===== src/rtl/wsdf_pkg.sv =====
// Shared types and constants for the WebSocket frame deframer.
`timescale 1ns / 1ps
`default_nettype none

package wsdf_pkg;

  // Width of the decoded length and of the size limit register
  localparam int LEN_W = 24;
  // Lengths must fit in this many bits to be accepted
  localparam int LEN_COUNT_BITS = 24;
  // Control frames carry at most this many payload bytes
  localparam logic [LEN_W-1:0] CTRL_MAX_LEN = LEN_W'(125);
  localparam logic [LEN_W-1:0] MAX_PAYLOAD_RESET = LEN_W'(1024 * 1024);

  // Seven-bit length codes that announce an extended length
  localparam logic [6:0] LEN7_EXT16 = 7'd126;
  localparam logic [6:0] LEN7_EXT64 = 7'd127;

  // Header sizes in bytes, without the mask key
  localparam logic [3:0] HDR_SIZE_SHORT = 4'd2;
  localparam logic [3:0] HDR_SIZE_EXT16 = 4'd4;
  localparam logic [3:0] HDR_SIZE_EXT64 = 4'd10;

  // Extended length bytes minus one, and index of the last mask key byte
  localparam logic [2:0] EXT16_LAST_IDX = 3'd1;
  localparam logic [2:0] EXT64_FIRST_IDX = 3'd7;
  localparam logic [2:0] MASK_LAST_IDX = 3'd3;

  typedef enum logic [2:0] {
    PH_HDR0 = 3'd0,
    PH_HDR1 = 3'd1,
    PH_EXT  = 3'd2,
    PH_MASK = 3'd3,
    PH_DATA = 3'd4
  } phase_t;

  typedef enum logic [1:0] {
    KIND_HEADER  = 2'd0,
    KIND_PAYLOAD = 2'd1,
    KIND_ERROR   = 2'd2
  } kind_t;

  typedef enum logic [1:0] {
    ERR_FRAMING  = 2'd0,
    ERR_LEN_TOP  = 2'd1,
    ERR_LIMIT    = 2'd2
  } err_t;

  typedef struct packed {
    kind_t             result_kind;
    logic              final_fragment;
    logic [3:0]        frame_opcode;
    logic [LEN_W-1:0]  payload_length;
    logic [LEN_W:0]    frame_bytes;
    logic [7:0]        payload_byte;
    logic              last_of_frame;
    err_t              error_code;
  } result_t;

endpackage

`default_nettype wire


===== src/rtl/wsdf_parser.sv =====
// Frame header parser, length checker and payload unmasker.
`timescale 1ns / 1ps
`default_nettype none

module wsdf_parser (
  input  wire logic                        clk,
  input  wire logic                        rst_n,
  input  wire logic                        cfg_wr_en,
  input  wire logic [wsdf_pkg::LEN_W-1:0]  cfg_wr_data,
  input  wire logic                        byte_take,
  input  wire logic [7:0]                  stream_byte,
  output logic                             res_valid,
  output wsdf_pkg::result_t                res
);

  localparam int LW = wsdf_pkg::LEN_W;

  wsdf_pkg::phase_t phase_r, phase_nxt;
  logic             fin_r, fin_nxt;
  logic [3:0]       opcode_r, opcode_nxt;
  logic [LW-1:0]    acc_r, acc_nxt;
  logic             acc_high_r, acc_high_nxt;  // length bits above LW seen
  logic [3:0]       hdr_size_r, hdr_size_nxt;
  logic [2:0]       byte_cnt_r, byte_cnt_nxt;
  logic [31:0]      mask_key_r, mask_key_nxt;
  logic [LW-1:0]    remain_r, remain_nxt;
  logic [1:0]       mask_pos_r, mask_pos_nxt;
  logic [LW-1:0]    max_len_r;

  logic [LW-1:0]    ext_acc;
  logic             ext_high;
  logic [LW-1:0]    remain_dec;
  logic [7:0]       key_byte;

  function automatic logic len_reject(
    input logic [LW-1:0] len,
    input logic          high,
    input logic          fin,
    input logic [3:0]    opc,
    input logic [LW-1:0] max_len
  );
    logic ctrl_bad;
    logic fit_bad;
    ctrl_bad = opc[3] && (!fin || high || (len > wsdf_pkg::CTRL_MAX_LEN));
    fit_bad  = ({{(64-LW){1'b0}}, len} >> wsdf_pkg::LEN_COUNT_BITS) != 64'd0;
    return ctrl_bad || high || (len > max_len) || fit_bad;
  endfunction

  assign ext_acc    = {acc_r[LW-9:0], stream_byte};
  assign ext_high   = acc_high_r || (acc_r[LW-1:LW-8] != 8'd0);
  assign remain_dec = remain_r - LW'(1);

  always_comb begin
    case (mask_pos_r)
      2'd0:    key_byte = mask_key_r[31:24];
      2'd1:    key_byte = mask_key_r[23:16];
      2'd2:    key_byte = mask_key_r[15:8];
      default: key_byte = mask_key_r[7:0];
    endcase
  end

  always_comb begin
    phase_nxt    = phase_r;
    fin_nxt      = fin_r;
    opcode_nxt   = opcode_r;
    acc_nxt      = acc_r;
    acc_high_nxt = acc_high_r;
    hdr_size_nxt = hdr_size_r;
    byte_cnt_nxt = byte_cnt_r;
    mask_key_nxt = mask_key_r;
    remain_nxt   = remain_r;
    mask_pos_nxt = mask_pos_r;
    res_valid    = 1'b0;
    res          = '0;

    case (phase_r)
      wsdf_pkg::PH_HDR1: begin
        if (!stream_byte[7]) begin
          res_valid        = 1'b1;
          res.result_kind  = wsdf_pkg::KIND_ERROR;
          res.error_code   = wsdf_pkg::ERR_FRAMING;
          phase_nxt        = wsdf_pkg::PH_HDR0;
        end else if (stream_byte[6:0] == wsdf_pkg::LEN7_EXT16) begin
          acc_nxt      = '0;
          acc_high_nxt = 1'b0;
          hdr_size_nxt = wsdf_pkg::HDR_SIZE_EXT16;
          byte_cnt_nxt = wsdf_pkg::EXT16_LAST_IDX;
          phase_nxt    = wsdf_pkg::PH_EXT;
        end else if (stream_byte[6:0] == wsdf_pkg::LEN7_EXT64) begin
          acc_nxt      = '0;
          acc_high_nxt = 1'b0;
          hdr_size_nxt = wsdf_pkg::HDR_SIZE_EXT64;
          byte_cnt_nxt = wsdf_pkg::EXT64_FIRST_IDX;
          phase_nxt    = wsdf_pkg::PH_EXT;
        end else begin
          acc_nxt      = {{(LW-7){1'b0}}, stream_byte[6:0]};
          acc_high_nxt = 1'b0;
          hdr_size_nxt = wsdf_pkg::HDR_SIZE_SHORT;
          if (len_reject(acc_nxt, 1'b0, fin_r, opcode_r, max_len_r)) begin
            res_valid       = 1'b1;
            res.result_kind = wsdf_pkg::KIND_ERROR;
            res.error_code  = wsdf_pkg::ERR_LIMIT;
            phase_nxt       = wsdf_pkg::PH_HDR0;
          end else begin
            phase_nxt    = wsdf_pkg::PH_MASK;
            byte_cnt_nxt = 3'd0;
            mask_key_nxt = '0;
          end
        end
      end

      wsdf_pkg::PH_EXT: begin
        if (hdr_size_r == wsdf_pkg::HDR_SIZE_EXT64 &&
            byte_cnt_r == wsdf_pkg::EXT64_FIRST_IDX && stream_byte[7]) begin
          res_valid       = 1'b1;
          res.result_kind = wsdf_pkg::KIND_ERROR;
          res.error_code  = wsdf_pkg::ERR_LEN_TOP;
          phase_nxt       = wsdf_pkg::PH_HDR0;
        end else begin
          acc_nxt      = ext_acc;
          acc_high_nxt = ext_high;
          if (byte_cnt_r == 3'd0) begin
            if (len_reject(ext_acc, ext_high, fin_r, opcode_r, max_len_r)) begin
              res_valid       = 1'b1;
              res.result_kind = wsdf_pkg::KIND_ERROR;
              res.error_code  = wsdf_pkg::ERR_LIMIT;
              phase_nxt       = wsdf_pkg::PH_HDR0;
            end else begin
              phase_nxt    = wsdf_pkg::PH_MASK;
              mask_key_nxt = '0;
            end
          end else begin
            byte_cnt_nxt = byte_cnt_r - 3'd1;
          end
        end
      end

      wsdf_pkg::PH_MASK: begin
        mask_key_nxt = {mask_key_r[23:0], stream_byte};
        if (byte_cnt_r < wsdf_pkg::MASK_LAST_IDX) begin
          byte_cnt_nxt = byte_cnt_r + 3'd1;
        end else begin
          byte_cnt_nxt       = 3'd0;
          res_valid          = 1'b1;
          res.result_kind    = wsdf_pkg::KIND_HEADER;
          res.final_fragment = fin_r;
          res.frame_opcode   = opcode_r;
          res.payload_length = acc_r;
          res.frame_bytes    = {{(LW-3){1'b0}}, hdr_size_r} + (LW+1)'(4) + {1'b0, acc_r};
          remain_nxt         = acc_r;
          mask_pos_nxt       = 2'd0;
          if (acc_r == '0) begin
            res.last_of_frame = 1'b1;
            phase_nxt         = wsdf_pkg::PH_HDR0;
          end else begin
            phase_nxt = wsdf_pkg::PH_DATA;
          end
        end
      end

      wsdf_pkg::PH_DATA: begin
        res_valid          = 1'b1;
        res.result_kind    = wsdf_pkg::KIND_PAYLOAD;
        res.final_fragment = fin_r;
        res.frame_opcode   = opcode_r;
        res.payload_length = acc_r;
        res.frame_bytes    = {{(LW-3){1'b0}}, hdr_size_r} + (LW+1)'(4) + {1'b0, acc_r};
        res.payload_byte   = stream_byte ^ key_byte;
        mask_pos_nxt       = mask_pos_r + 2'd1;
        remain_nxt         = remain_dec;
        if (remain_dec == '0) begin
          res.last_of_frame = 1'b1;
          phase_nxt         = wsdf_pkg::PH_HDR0;
        end
      end

      default: begin
        // first header byte; unused phase codes land here as well
        fin_nxt    = stream_byte[7];
        opcode_nxt = stream_byte[3:0];
        if (stream_byte[6:4] != 3'd0) begin
          res_valid       = 1'b1;
          res.result_kind = wsdf_pkg::KIND_ERROR;
          res.error_code  = wsdf_pkg::ERR_FRAMING;
          phase_nxt       = wsdf_pkg::PH_HDR0;
        end else begin
          phase_nxt = wsdf_pkg::PH_HDR1;
        end
      end
    endcase
  end

  always_ff @(posedge clk) begin
    if (!rst_n) begin
      max_len_r <= wsdf_pkg::MAX_PAYLOAD_RESET;
    end else if (cfg_wr_en) begin
      max_len_r <= cfg_wr_data;
    end
  end

  always_ff @(posedge clk) begin
    if (!rst_n) begin
      phase_r    <= wsdf_pkg::PH_HDR0;
      fin_r      <= 1'b0;
      opcode_r   <= 4'd0;
      acc_r      <= '0;
      acc_high_r <= 1'b0;
      hdr_size_r <= wsdf_pkg::HDR_SIZE_SHORT;
      byte_cnt_r <= 3'd0;
      mask_key_r <= '0;
      remain_r   <= '0;
      mask_pos_r <= 2'd0;
    end else if (byte_take) begin
      phase_r    <= phase_nxt;
      fin_r      <= fin_nxt;
      opcode_r   <= opcode_nxt;
      acc_r      <= acc_nxt;
      acc_high_r <= acc_high_nxt;
      hdr_size_r <= hdr_size_nxt;
      byte_cnt_r <= byte_cnt_nxt;
      mask_key_r <= mask_key_nxt;
      remain_r   <= remain_nxt;
      mask_pos_r <= mask_pos_nxt;
    end
  end

  a_err_resync: assert property (@(posedge clk) disable iff (!rst_n)
    (byte_take && res_valid && res.result_kind == wsdf_pkg::KIND_ERROR)
      |=> phase_r == wsdf_pkg::PH_HDR0)
    else $error("parser did not return to header phase after an error");

  a_err_clean: assert property (@(posedge clk) disable iff (!rst_n)
    (res_valid && res.result_kind == wsdf_pkg::KIND_ERROR)
      |-> (res.payload_length == '0 && res.frame_bytes == '0 &&
           res.payload_byte == 8'd0 && !res.last_of_frame && !res.final_fragment))
    else $error("error item carries frame fields");

  a_empty_hdr: assert property (@(posedge clk) disable iff (!rst_n)
    (res_valid && res.result_kind == wsdf_pkg::KIND_HEADER && res.last_of_frame)
      |-> res.payload_length == '0)
    else $error("empty-frame header with nonzero length");

  a_data_len: assert property (@(posedge clk) disable iff (!rst_n)
    (phase_r == wsdf_pkg::PH_DATA) |-> remain_r != '0)
    else $error("payload phase with no bytes left");

endmodule

`default_nettype wire


===== src/rtl/wsdf_out_skid.sv =====
// Two-entry result buffer: output register plus skid register.
`timescale 1ns / 1ps
`default_nettype none

module wsdf_out_skid (
  input  wire logic               clk,
  input  wire logic               rst_n,
  input  wire logic               push,
  input  wire wsdf_pkg::result_t  push_data,
  output logic                    full,
  output logic                    out_valid,
  input  wire logic               out_stall,
  output wsdf_pkg::result_t       out_data
);

  logic              main_v_r, main_v_nxt;
  logic              skid_v_r, skid_v_nxt;
  wsdf_pkg::result_t main_d_r, main_d_nxt;
  wsdf_pkg::result_t skid_d_r, skid_d_nxt;
  logic              pop;

  assign pop       = main_v_r && !out_stall;
  assign full      = skid_v_r;
  assign out_valid = main_v_r;
  assign out_data  = main_d_r;

  always_comb begin
    main_v_nxt = main_v_r;
    skid_v_nxt = skid_v_r;
    main_d_nxt = main_d_r;
    skid_d_nxt = skid_d_r;
    if (skid_v_r) begin
      // no push while the skid holds an item
      if (pop) begin
        main_d_nxt = skid_d_r;
        skid_v_nxt = 1'b0;
      end
    end else if (!main_v_r || pop) begin
      main_v_nxt = push;
      main_d_nxt = push_data;
    end else if (push) begin
      skid_v_nxt = 1'b1;
      skid_d_nxt = push_data;
    end
  end

  always_ff @(posedge clk) begin
    if (!rst_n) begin
      main_v_r <= 1'b0;
      skid_v_r <= 1'b0;
    end else begin
      main_v_r <= main_v_nxt;
      skid_v_r <= skid_v_nxt;
    end
  end

  always_ff @(posedge clk) begin
    main_d_r <= main_d_nxt;
    skid_d_r <= skid_d_nxt;
  end

endmodule

`default_nettype wire


===== src/rtl/websocket_frame_deframer_top.sv =====
// Top level of the WebSocket client frame deframer.
//
//   channel   direction  handshake           payload
//   in_*      input      in_valid/in_stall   in_stream_byte
//   out_*     output     out_valid/out_stall result kind, header fields, byte, error
//   cfg_*     input      cfg_wr_en           cfg_wr_data (max_payload_bytes)
//
// One byte per cycle while in_stall is low; results go to the output or skid
// register. Header, extended length and first three mask bytes give only errors.
// in_stall rises only when both output and skid registers hold items. Reset
// (rst_n low, synchronous) puts the parser at the first header byte and the size
// limit at 1 MiB. cfg writes are taken at edges with cfg_wr_en high, not in reset.
`timescale 1ns / 1ps
`default_nettype none

module websocket_frame_deframer_top (
  input  wire logic                        clk,
  input  wire logic                        rst_n,
  input  wire logic                        cfg_wr_en,
  input  wire logic [wsdf_pkg::LEN_W-1:0]  cfg_wr_data,
  input  wire logic                        in_valid,
  output logic                             in_stall,
  input  wire logic [7:0]                  in_stream_byte,
  output logic                             out_valid,
  input  wire logic                        out_stall,
  output logic [1:0]                       out_result_kind,
  output logic                             out_final_fragment,
  output logic [3:0]                       out_frame_opcode,
  output logic [wsdf_pkg::LEN_W-1:0]       out_payload_length,
  output logic [wsdf_pkg::LEN_W:0]         out_frame_bytes,
  output logic [7:0]                       out_payload_byte,
  output logic                             out_last_of_frame,
  output logic [1:0]                       out_error_code
);

  logic              byte_take;
  logic              res_valid;
  logic              buf_full;
  wsdf_pkg::result_t res;
  wsdf_pkg::result_t out_item;

  assign in_stall  = buf_full;
  assign byte_take = in_valid && !buf_full;

  wsdf_parser u_parser (
    .clk         (clk),
    .rst_n       (rst_n),
    .cfg_wr_en   (cfg_wr_en),
    .cfg_wr_data (cfg_wr_data),
    .byte_take   (byte_take),
    .stream_byte (in_stream_byte),
    .res_valid   (res_valid),
    .res         (res)
  );

  wsdf_out_skid u_out (
    .clk       (clk),
    .rst_n     (rst_n),
    .push      (byte_take && res_valid),
    .push_data (res),
    .full      (buf_full),
    .out_valid (out_valid),
    .out_stall (out_stall),
    .out_data  (out_item)
  );

  assign out_result_kind    = out_item.result_kind;
  assign out_final_fragment = out_item.final_fragment;
  assign out_frame_opcode   = out_item.frame_opcode;
  assign out_payload_length = out_item.payload_length;
  assign out_frame_bytes    = out_item.frame_bytes;
  assign out_payload_byte   = out_item.payload_byte;
  assign out_last_of_frame  = out_item.last_of_frame;
  assign out_error_code     = out_item.error_code;

endmodule

`default_nettype wire


===== config.mk =====
export PLATFORM = sky130hd
export DESIGN_NAME = websocket_frame_deframer_top
export DESIGN_NICKNAME = d
export VERILOG_FILES = /design/src/rtl/wsdf_pkg.sv /design/src/rtl/wsdf_parser.sv /design/src/rtl/wsdf_out_skid.sv /design/src/rtl/websocket_frame_deframer_top.sv
export SDC_FILE = /design/constraint.sdc
export NUM_CORES = 1
export LEC_CHECK = 0
export ABC_CLOCK_PERIOD_IN_PS = 12100
export BUFFER_PORTS_ARGS = -buffer_cell sky130_fd_sc_hd__buf_2
export CORE_ASPECT_RATIO = 2
export CORE_MARGIN = 2
export CORE_UTILIZATION = 40
export DETAILED_ROUTE_END_ITERATION = 10
export PLACE_DENSITY_LB_ADDON = 0.25
export SYNTH_ARGS = -nofsm -noshare
export SYNTH_HDL_FRONTEND = slang
export SYNTH_SLANG_ARGS = --single-unit

===== constraint.sdc =====
create_clock -name clk -period 12.1 [get_ports clk]
set_input_delay 0.605 -clock clk [delete_from_list [all_inputs] [get_ports clk]]
set_output_delay 0.605 -clock clk [all_outputs]
set_load 0.005 [all_outputs]

==> results of run 1 <==
-- per-stage QoR --
| stage | hold WS, ns | instances |
|---|---|---|
| 6_report | 0.326 | 1768 |
| 5_1_grt | 0.324 | 1768 |
| 4_1_cts | 0.313 | 1768 |
| 3_5_place_dp | 0.447 | 1725 |
| 3_3_place_gp | 0.443 | 1725 |
| 2_1_floorplan | 0.434 | 1274 |
-- worst max-delay path: cells and delay by family, from the launching register on --
kind | cells | cell delay [ns]
AO/OA/AOI/OAI | 4 | 1.24
AND/OR/NAND/NOR | 3 | 0.99
buffers and inverters | 1 | 0.65
flip-flops | 1 | 0.43
adder cells (fa/ha/maj) | 1 | 0.36
-- power by group --
group	switching (uW)	leakage [uW]	total, uW	internal, uW
Clock	335	0.000391	796	461
Combinational	105	0.00261	168	63.5
Sequential	20.8	0.00246	964	943
-- worst max-delay path by stage --
stage	end	depth (start not counted)
global route	u_out.skid_d_r[61]	9
CTS	u_out.skid_d_r[15]	9
floorplan	u_out.skid_d_r[0]	11
finish	u_out.skid_d_r[15]	9
detailed placement	u_out.skid_d_r[61]	12
global placement	u_out.skid_d_r[61]	12
-- sequential cells by signal (all words and copies together), names as in the netlist --
signal and count:
u_out.out_valid 1, u_parser.mask_key_r 32, u_parser.mask_pos_r 2, u_parser.acc_r 24, u_out.full 1, u_parser.phase_r 3
u_out.out_data 66, u_parser.byte_cnt_r 3, u_parser.fin_r 1, u_parser.remain_r 24, u_parser.acc_high_r 1, u_out.skid_d_r 66
u_parser.max_len_r 24, u_parser.opcode_r 4, u_parser.hdr_size_r 3
-- layout make-up --
class | count | area, um^2
well taps | 423 | 529
fillers | 3021 | 17100
multi-input cells | 882 | 5730
clock inverters | 15 | 173
clock buffers | 28 | 637
repair buffers | 118 | 626
inverters | 47 | 176
flip-flops and latches | 255 | 6430
-- cell families (layout without fill, tap and decap cells) --
| logic type | after synthesis | count (layout) | synth area share |
|---|---|---|---|
| compound gates | 226 | 226 | 0.118 |
| mux | 95 | 95 | 0.0784 |
| fa+ha+maj | 40 | 40 | 0.0401 |
| xor+xnor | 34 | 34 | 0.0235 |
| flops | 255 | 255 | 0.507 |
| buf+inv | 137 | 208 | 0.0444 |
| simple gates | 487 | 487 | 0.189 |
-- metal layers --
layer | GRT usage | routed length, um | vias to the layer above
met1 | 0.213 | 12400 | 4597
li1 | - | - | 4646
met3 | 0.0211 | 1070 | 89
met4 | 0.118 | 2110 | 0
met2 | 0.379 | 18200 | 230
met5 | 0 | 0 | -
-- placed cells by master (no fill, tap or decap), types with 6 or more instances in the layout --
cell,instances
and3_1,6
a222oi_1,8
buf_4,14
nor4_1,18
nor2_1,102
inv_1,47
o31ai_1,31
a21boi_1,22
nand4_1,13
clkinv_1,7
nor2b_1,38
o211ai_1,8
mux2i_1,59
xor2_1,14
o21ai_1,19
a21boi_0,6
xnor2_1,20
nand2_1,141
nand3_1,84
mux2_2,35
a21oi_1,42
edfxtp_1,132
dfxtp_1,122
buf_2,104
ha_1,39
clkbuf_16,25
nor3_1,16
o21ai_0,40
a22oi_1,7
a31oi_1,7
and2_1,38
==> run summary, run 1 <==
The flow ran to the end, and the final reports show no timing, DRC or antenna violations. By count the netlist is led by 141 x nand2_1, 132 x edfxtp_1, 123 x dfxtp_1. The post-route core utilization came out at 0.455. The critical-path cell with the highest stage delay is a21oi_4. The repair_antennas step left the layout with diodes totalling 0.

The tools report the combined global-route utilization of all metal layers as 0.203. The floorplan step set the die width to 130 um. Walking the worst path, the cells encountered are ha_1, nand4_1, or4_1, a31oi_1, o21ai_1, nand3_1, a31oi_1, a21oi_4, buf_4. The tools report the number of max-cap violations as 0.

The largest total area in the synthesized netlist belongs to edfxtp_1. STA classifies the critical path endpoint as a flop. Total power after layout: 1930 uW.

The tools report the net total in the final layout as 1,405. The data arrival at the endpoint of the critical path came out at 4.24 ns. The area share of the largest cell type after synthesis works out to 0.313.

The instance count along the most critical hold path is 3. The number of DRC violations after detailed routing was 0. The pre-CTS setup slack is 7.91 ns.

In this design, the stage delay of the slowest critical-path cell is 0.70 ns. The tools report the final hold violation count as 0. Setup repair after global routing left no endpoint under its margin. The starting density of the core is 0.403, and the maximum achievable frequency is 245 MHz. In this run the remaining antenna-violating nets after routing total 0.

For the die area, the log shows 33,200 um^2. The tightest min-delay check is of the primary input to flop type. After synthesis, the cell types taking the most area are edfxtp_1 31%, dfxtp_1 19%, mux2i_1 4.7%. For the instance area at placement, the log shows 13,500 um^2. The run gives 0 as the post-CTS setup buffer count. The startpoint class of the critical path is a flop. For this run, the leading register cell type out of synthesis is edfxtp_1. The area growth from synthesis to layout is 12.8%.

The tools report the capture point of the worst reg-to-reg path as u_out.skid_d_r[15]. At the pin with the least slew margin, the transition time is 1.25 ns. The clock insertion delay at the later pin of the skew report is 0.54 ns, and the number of top-level design ports is 106. The total overflow left after global routing is 0. Yosys mapped a number of flops with a built-in enable equal to 132.

First element of the critical path: u_parser.acc_r[13]. The post-synthesis register bit count was 255; the number of failing setup endpoints in the final timing report was 0. For the final database, setup skew stands at 0.0169 ns. Hold-critical path endpoint: u_parser.max_len_r[13]. The first global-routing pass estimated 52,400 um of wire. For the total vias in the final route, the log shows 9,562. Synthesis produced 1,274 cells.

By startpoint and endpoint, the worst setup path is classified as flop to flop. The tools report the worst max-slew margin expressed relative to the limit as 0.164. The worst register-to-register path begins at u_parser.acc_r[13]. The post-cts sizing count was 0; the y dimension of the die was 256 um. The via count of the first global-routing pass is 9,537. After floorplanning, the core was divided into 92 placement rows. Dividing the detail-routed via count by the number of cells gives 5.41.

The initial antenna violation count came out at 0. For the share of the yosys chip area belonging to registers, the log shows 0.507. Summing all non-filler instances in the final layout gives an area of 14,300 um^2. For this run, the number of Yosys warnings is 0.

Aggregate routed wire length: 33,700 um. For this design the ratio of total power to cell area is 135 nW/um^2. The tools report the setup TNS as 0 ns. Worst min-delay path startpoint: cfg_wr_data[13]. In this run the cell area of the synthesized design comes to 12,700 um^2.

In this design, the critical path's most frequently occurring cell is a31oi_1. Yosys mapped the design onto 71 distinct sky130hd cell types. The time the final worst path needs with I/O delays and setup is 4.07 ns, and the deepest clock path buffer count is 3.

The proportion of synthesized flip-flops having asynchronous set or reset was 0; the HPWL after detailed placement was 24,000 um. After the first detailed-routing iteration, the DRC count stood at 560. The tools report the cts-stage hold buffer count as 0. By instance count, the leading cell after synthesis is nand2_1. The number of iterations in the first detailed-routing pass is 7, and the final setup slack of the worst path is 8.03 ns.

The maximum level of the CTS H-tree is 1, and the worst vdd rail ir drop is 118 uV. The number of clock buffers added by TritonCTS is 24. The path depth of the worst reg2reg path is 9. The weighted congestion reported at the end of routability-driven placement was 0.870; the mean cell area of the mapped netlist was 9.95 um^2.

The analysis attributes to cell leakage a power of 0.00546 uW. The tools report the number of max-slew violations in the final report as 0. The number of nets in the synthesized netlist is 1,351. The largest fanout on the critical path was 47. Clock tree synthesis selected as its root buffer the cell clkbuf_16.

In the final routed layout, each cell accounts on average for 19.1 um. Fraction of layout instances using a drive strength above 1: 0.154. The total of buffers placed on input and output ports works out to 105. The register clock-pin slew on the reported worst setup and hold paths came out at 0.07 ns.

The period utilization came out at 0.337. Data on the critical path is required at its endpoint by 12.27 ns. The floorplan step defined a core boundary enclosing 31,400 um^2. In this run the register-to-register setup slack is 8.03 ns.

The tools report the maximum number of pins on one net before global-route repair as 82. Counting every sink on the clock net gives 255. TritonCTS built the clock tree.
Power figures use the tool's default switching activity.
==> run 2: changes to the inputs <==
--- a/config.mk
+++ b/config.mk
@@ -5,7 +5,7 @@
 export SDC_FILE = /design/constraint.sdc
 export NUM_CORES = 1
 export LEC_CHECK = 0
-export ABC_CLOCK_PERIOD_IN_PS = 12100
+export ABC_CLOCK_PERIOD_IN_PS = 3400
 export BUFFER_PORTS_ARGS = -buffer_cell sky130_fd_sc_hd__buf_2
 export CORE_ASPECT_RATIO = 2
 export CORE_MARGIN = 2
==> constraint.sdc (replaced) <==
create_clock -name clk -period 3.4 [get_ports clk]
set_input_delay 0.17 -clock clk [delete_from_list [all_inputs] [get_ports clk]]
set_output_delay 0.17 -clock clk [all_outputs]
set_load 0.005 [all_outputs]
==> run summary, run 2 (synthesized netlist as in run 1, its figures left out) <==
The run gives 0 as the final hold violation count. The longest clock path from root to sink contains 3 buffers. The first-pass GRT wire length is 54,100 um, and the fraction of layout instances using a drive strength above 1 is 0.174. Starting density of the core: 0.403. Kind of end point of the critical path: a flop. Combined global-route utilization of all metal layers: 0.208.

Total power divided by cell area: 469 nW/um^2. Number of max-cap violations: 0. TritonCTS built the clock tree.

For this run the aggregate overflow at the end of global routing stands at 0. The tools report the die area as 33,200 um^2. The period utilization was 0.900; the depth of the critical timing path with buffers and inverters included was 9. The final layout contains routed wiring with a total length of 34,300 um. After detailed routing, the number of vias per cell comes to 5.41.

For the maximum number of pins on one net before global-route repair, the log shows 100. Share of power burned in combinational logic: 0.095. Internal power comes to 5300 uW. The HPWL after detailed placement is 24,700 um, and the instance count along the most critical hold path is 3. The buffer and inverter count on the worst path is 1, and the post-CTS setup buffer count is 0. The run gives 0 as the number of inserted diodes. Via count of the first global-routing pass: 9,951. For the data arrival at the endpoint of the critical path, the log shows 3.31 ns.

The largest individual stage delay along the critical path comes from the cell or4_1. Summing over every cut layer, the via total after detailed routing is 9,872. The number of buffers created by CTS was 23; the total power after layout was 6970 uW. VDD sags by at most 347 uV. Timing analysis after detailed placement gives a worst setup slack of 0.346 ns. The clock network fraction of total power was 0.415; the starting DRC count in detailed routing was 498.

The post-route core utilization is 0.474. For this run, the top clock speed supported by timing is 327 MHz. Summing all multi-input logic gate instances after layout gives 5740 um^2. Counting I/O delays and the setup requirement, the final critical path takes 3.06 ns.

The worst max-slew margin expressed relative to the limit was 0.371; the number of non-filler instances in the completed layout was 1,824. The number of max-slew violations in the final report is 0, and the storage element area is 6430 um^2. The floorplan step defined a core boundary enclosing 31,400 um^2.

After detailed routing, the number of remaining DRC violations is 0. The critical path goes through ha_1, nand4_1, or4_1, or2_1, o21ai_1, nand3_2, a31oi_2, a21oi_4, buf_12. The y dimension of the die is 256 um.

The type of the worst min-delay path is primary input to flop. The final layout contains 1,462 nets. Once the clock tree was built, the resizer swapped 0 gates to a different size. Slew at the pin closest to its max-slew limit: 0.944 ns. The floorplan has 92 rows. The area growth from synthesis to layout was 17.4%; the final setup slack of the worst path was 0.340 ns. The tools report the maximum level of the CTS H-tree as 1. After clock tree synthesis, the clock-pin slew on the worst setup and hold paths is 0.07 ns.

The setup skew after layout was 0.0152 ns. The largest single stage delay on the critical path is 0.58 ns. The logs give 1670 uW for the reported net switching power and 6 for the number of iterations in the first detailed-routing pass. On the critical path the largest part of the delay comes from simple AND/OR/NAND/NOR gates. From left edge to right edge, the die measures 130 um. Setup repair after global routing left no endpoint under its margin. Routability-driven placement finished with a final weighted congestion of 0.927. Fill cells in the final layout number 2,964. Leaving out fill and tap cells, the most frequent cell in the layout is nand2_1. The tools report the static leakage power as 0.00577 uW. The number of placed instances, taps included, is 1,755. Counting cells, the worst reg-to-reg path comes to 9.

The clock net in this run drives a total of 255 sinks. The critical path is of the flop to flop type. The flow ran to the end, and the final reports show no timing, DRC or antenna violations. CTS placed an instance of clkbuf_16 at the clock tree root. After detailed routing, the average wire length per cell comes to 18.8 um. Fraction of power spent switching nets: 0.240. Adding up every negative setup slack in the final design gives 0 ns. STA classifies the critical path startpoint as a flop. Initial antenna violation count: 0.

In this run, post-CTS hold repair placed 28 buffers. The number of top-level design ports is 106, and the part of the total power dissipated in sequential elements is 0.490. The required time at the endpoint of the critical path came out at 3.65 ns. The number of failing setup endpoints in the final timing report was 0. At the later pin of the worst-skew pair, clock insertion delay measures 0.53 ns.

Along the worst path, the maximum fanout reaches 53. The count of antenna-violating nets left after detailed routing is 0. Leaving out fill and tap cells, the most frequent cells in the layout are 141 x nand2_1, 132 x edfxtp_1, 122 x dfxtp_1, 104 x buf_2, 102 x nor2_1. Input and output buffers added on the ports amount to 105.
[run 2: cell types whose count changed in the layout (fill, tap and decap cells not counted), moves of 2 or more]
cell / before / now
inv_6: 0 / 2
buf_12: 0 / 3
clkbuf_16: 25 / 27
dlygate4sd3_1: 0 / 28
buf_4: 14 / 41
clkinv_1: 7 / 0
[run 2: routing by layer]
layer | up-vias | part of all wire | GRT usage
met4 | 0 | 0.064 | 0.130
met1 | 4745 | 0.36 | 0.215
met3 | 104 | 0.037 | 0.0222
met2 | 267 | 0.54 | 0.387
li1 | 4756 | - | -
met5 | - | 0 | 0
[run 2: path summary, 6_finish.rpt]
kind / from / endpoint / slack [ns]
worst max-delay path: u_parser.acc_r[15] / u_out.skid_d_r[61] / 0.34
worst min-delay path: in_stream_byte[7] / u_parser.mask_key_r[7] / 0.07
worst min register to register: u_parser.mask_key_r[28] / u_parser.mask_key_r[28] / 0.45
worst max register to register: u_parser.acc_r[15] / u_out.skid_d_r[61] / 0.34
[run 2: stage by stage]
stage / cell area (um^2) / hold WS (ns)
finish: 14900 / 0.0728
global route: 14900 / 0.0773
CTS: 14900 / 0.0635
detailed placement: 13800 / 0.434
global placement: 13800 / 0.427
floorplan: 12700 / 0.300
[run 2: worst register-to-register path: cells and delay by family, from the launching register on]
kind                       cells  cell delay (ns)
AOI/OAI and AO/OA              3             0.61
adders and majority gates      1             0.35
buffers and inverters          1             0.21
DFF                            1             0.41
and+or+nand+nor                4             1.17
[run 2: power by group through the flow]
stage	logic (uW)	clock network, uW	registers, uW
after detailed placement	644	0	3490
after global routing	730	3070	3430
after global placement	636	0	3490
final	665	2890	3420
after CTS	671	2970	3420
after floorplan	372	0	3480
[run 2: final cells by class]
class | instances | area share
flip-flops and latches | 255 | 0.432
multi-input cells | 882 | 0.386
repair buffers | 176 | 0.0785
clock buffers | 30 | 0.0461
well taps | 423 | 0.0356
inverters | 47 | 0.0119
clock inverters | 11 | 0.0103
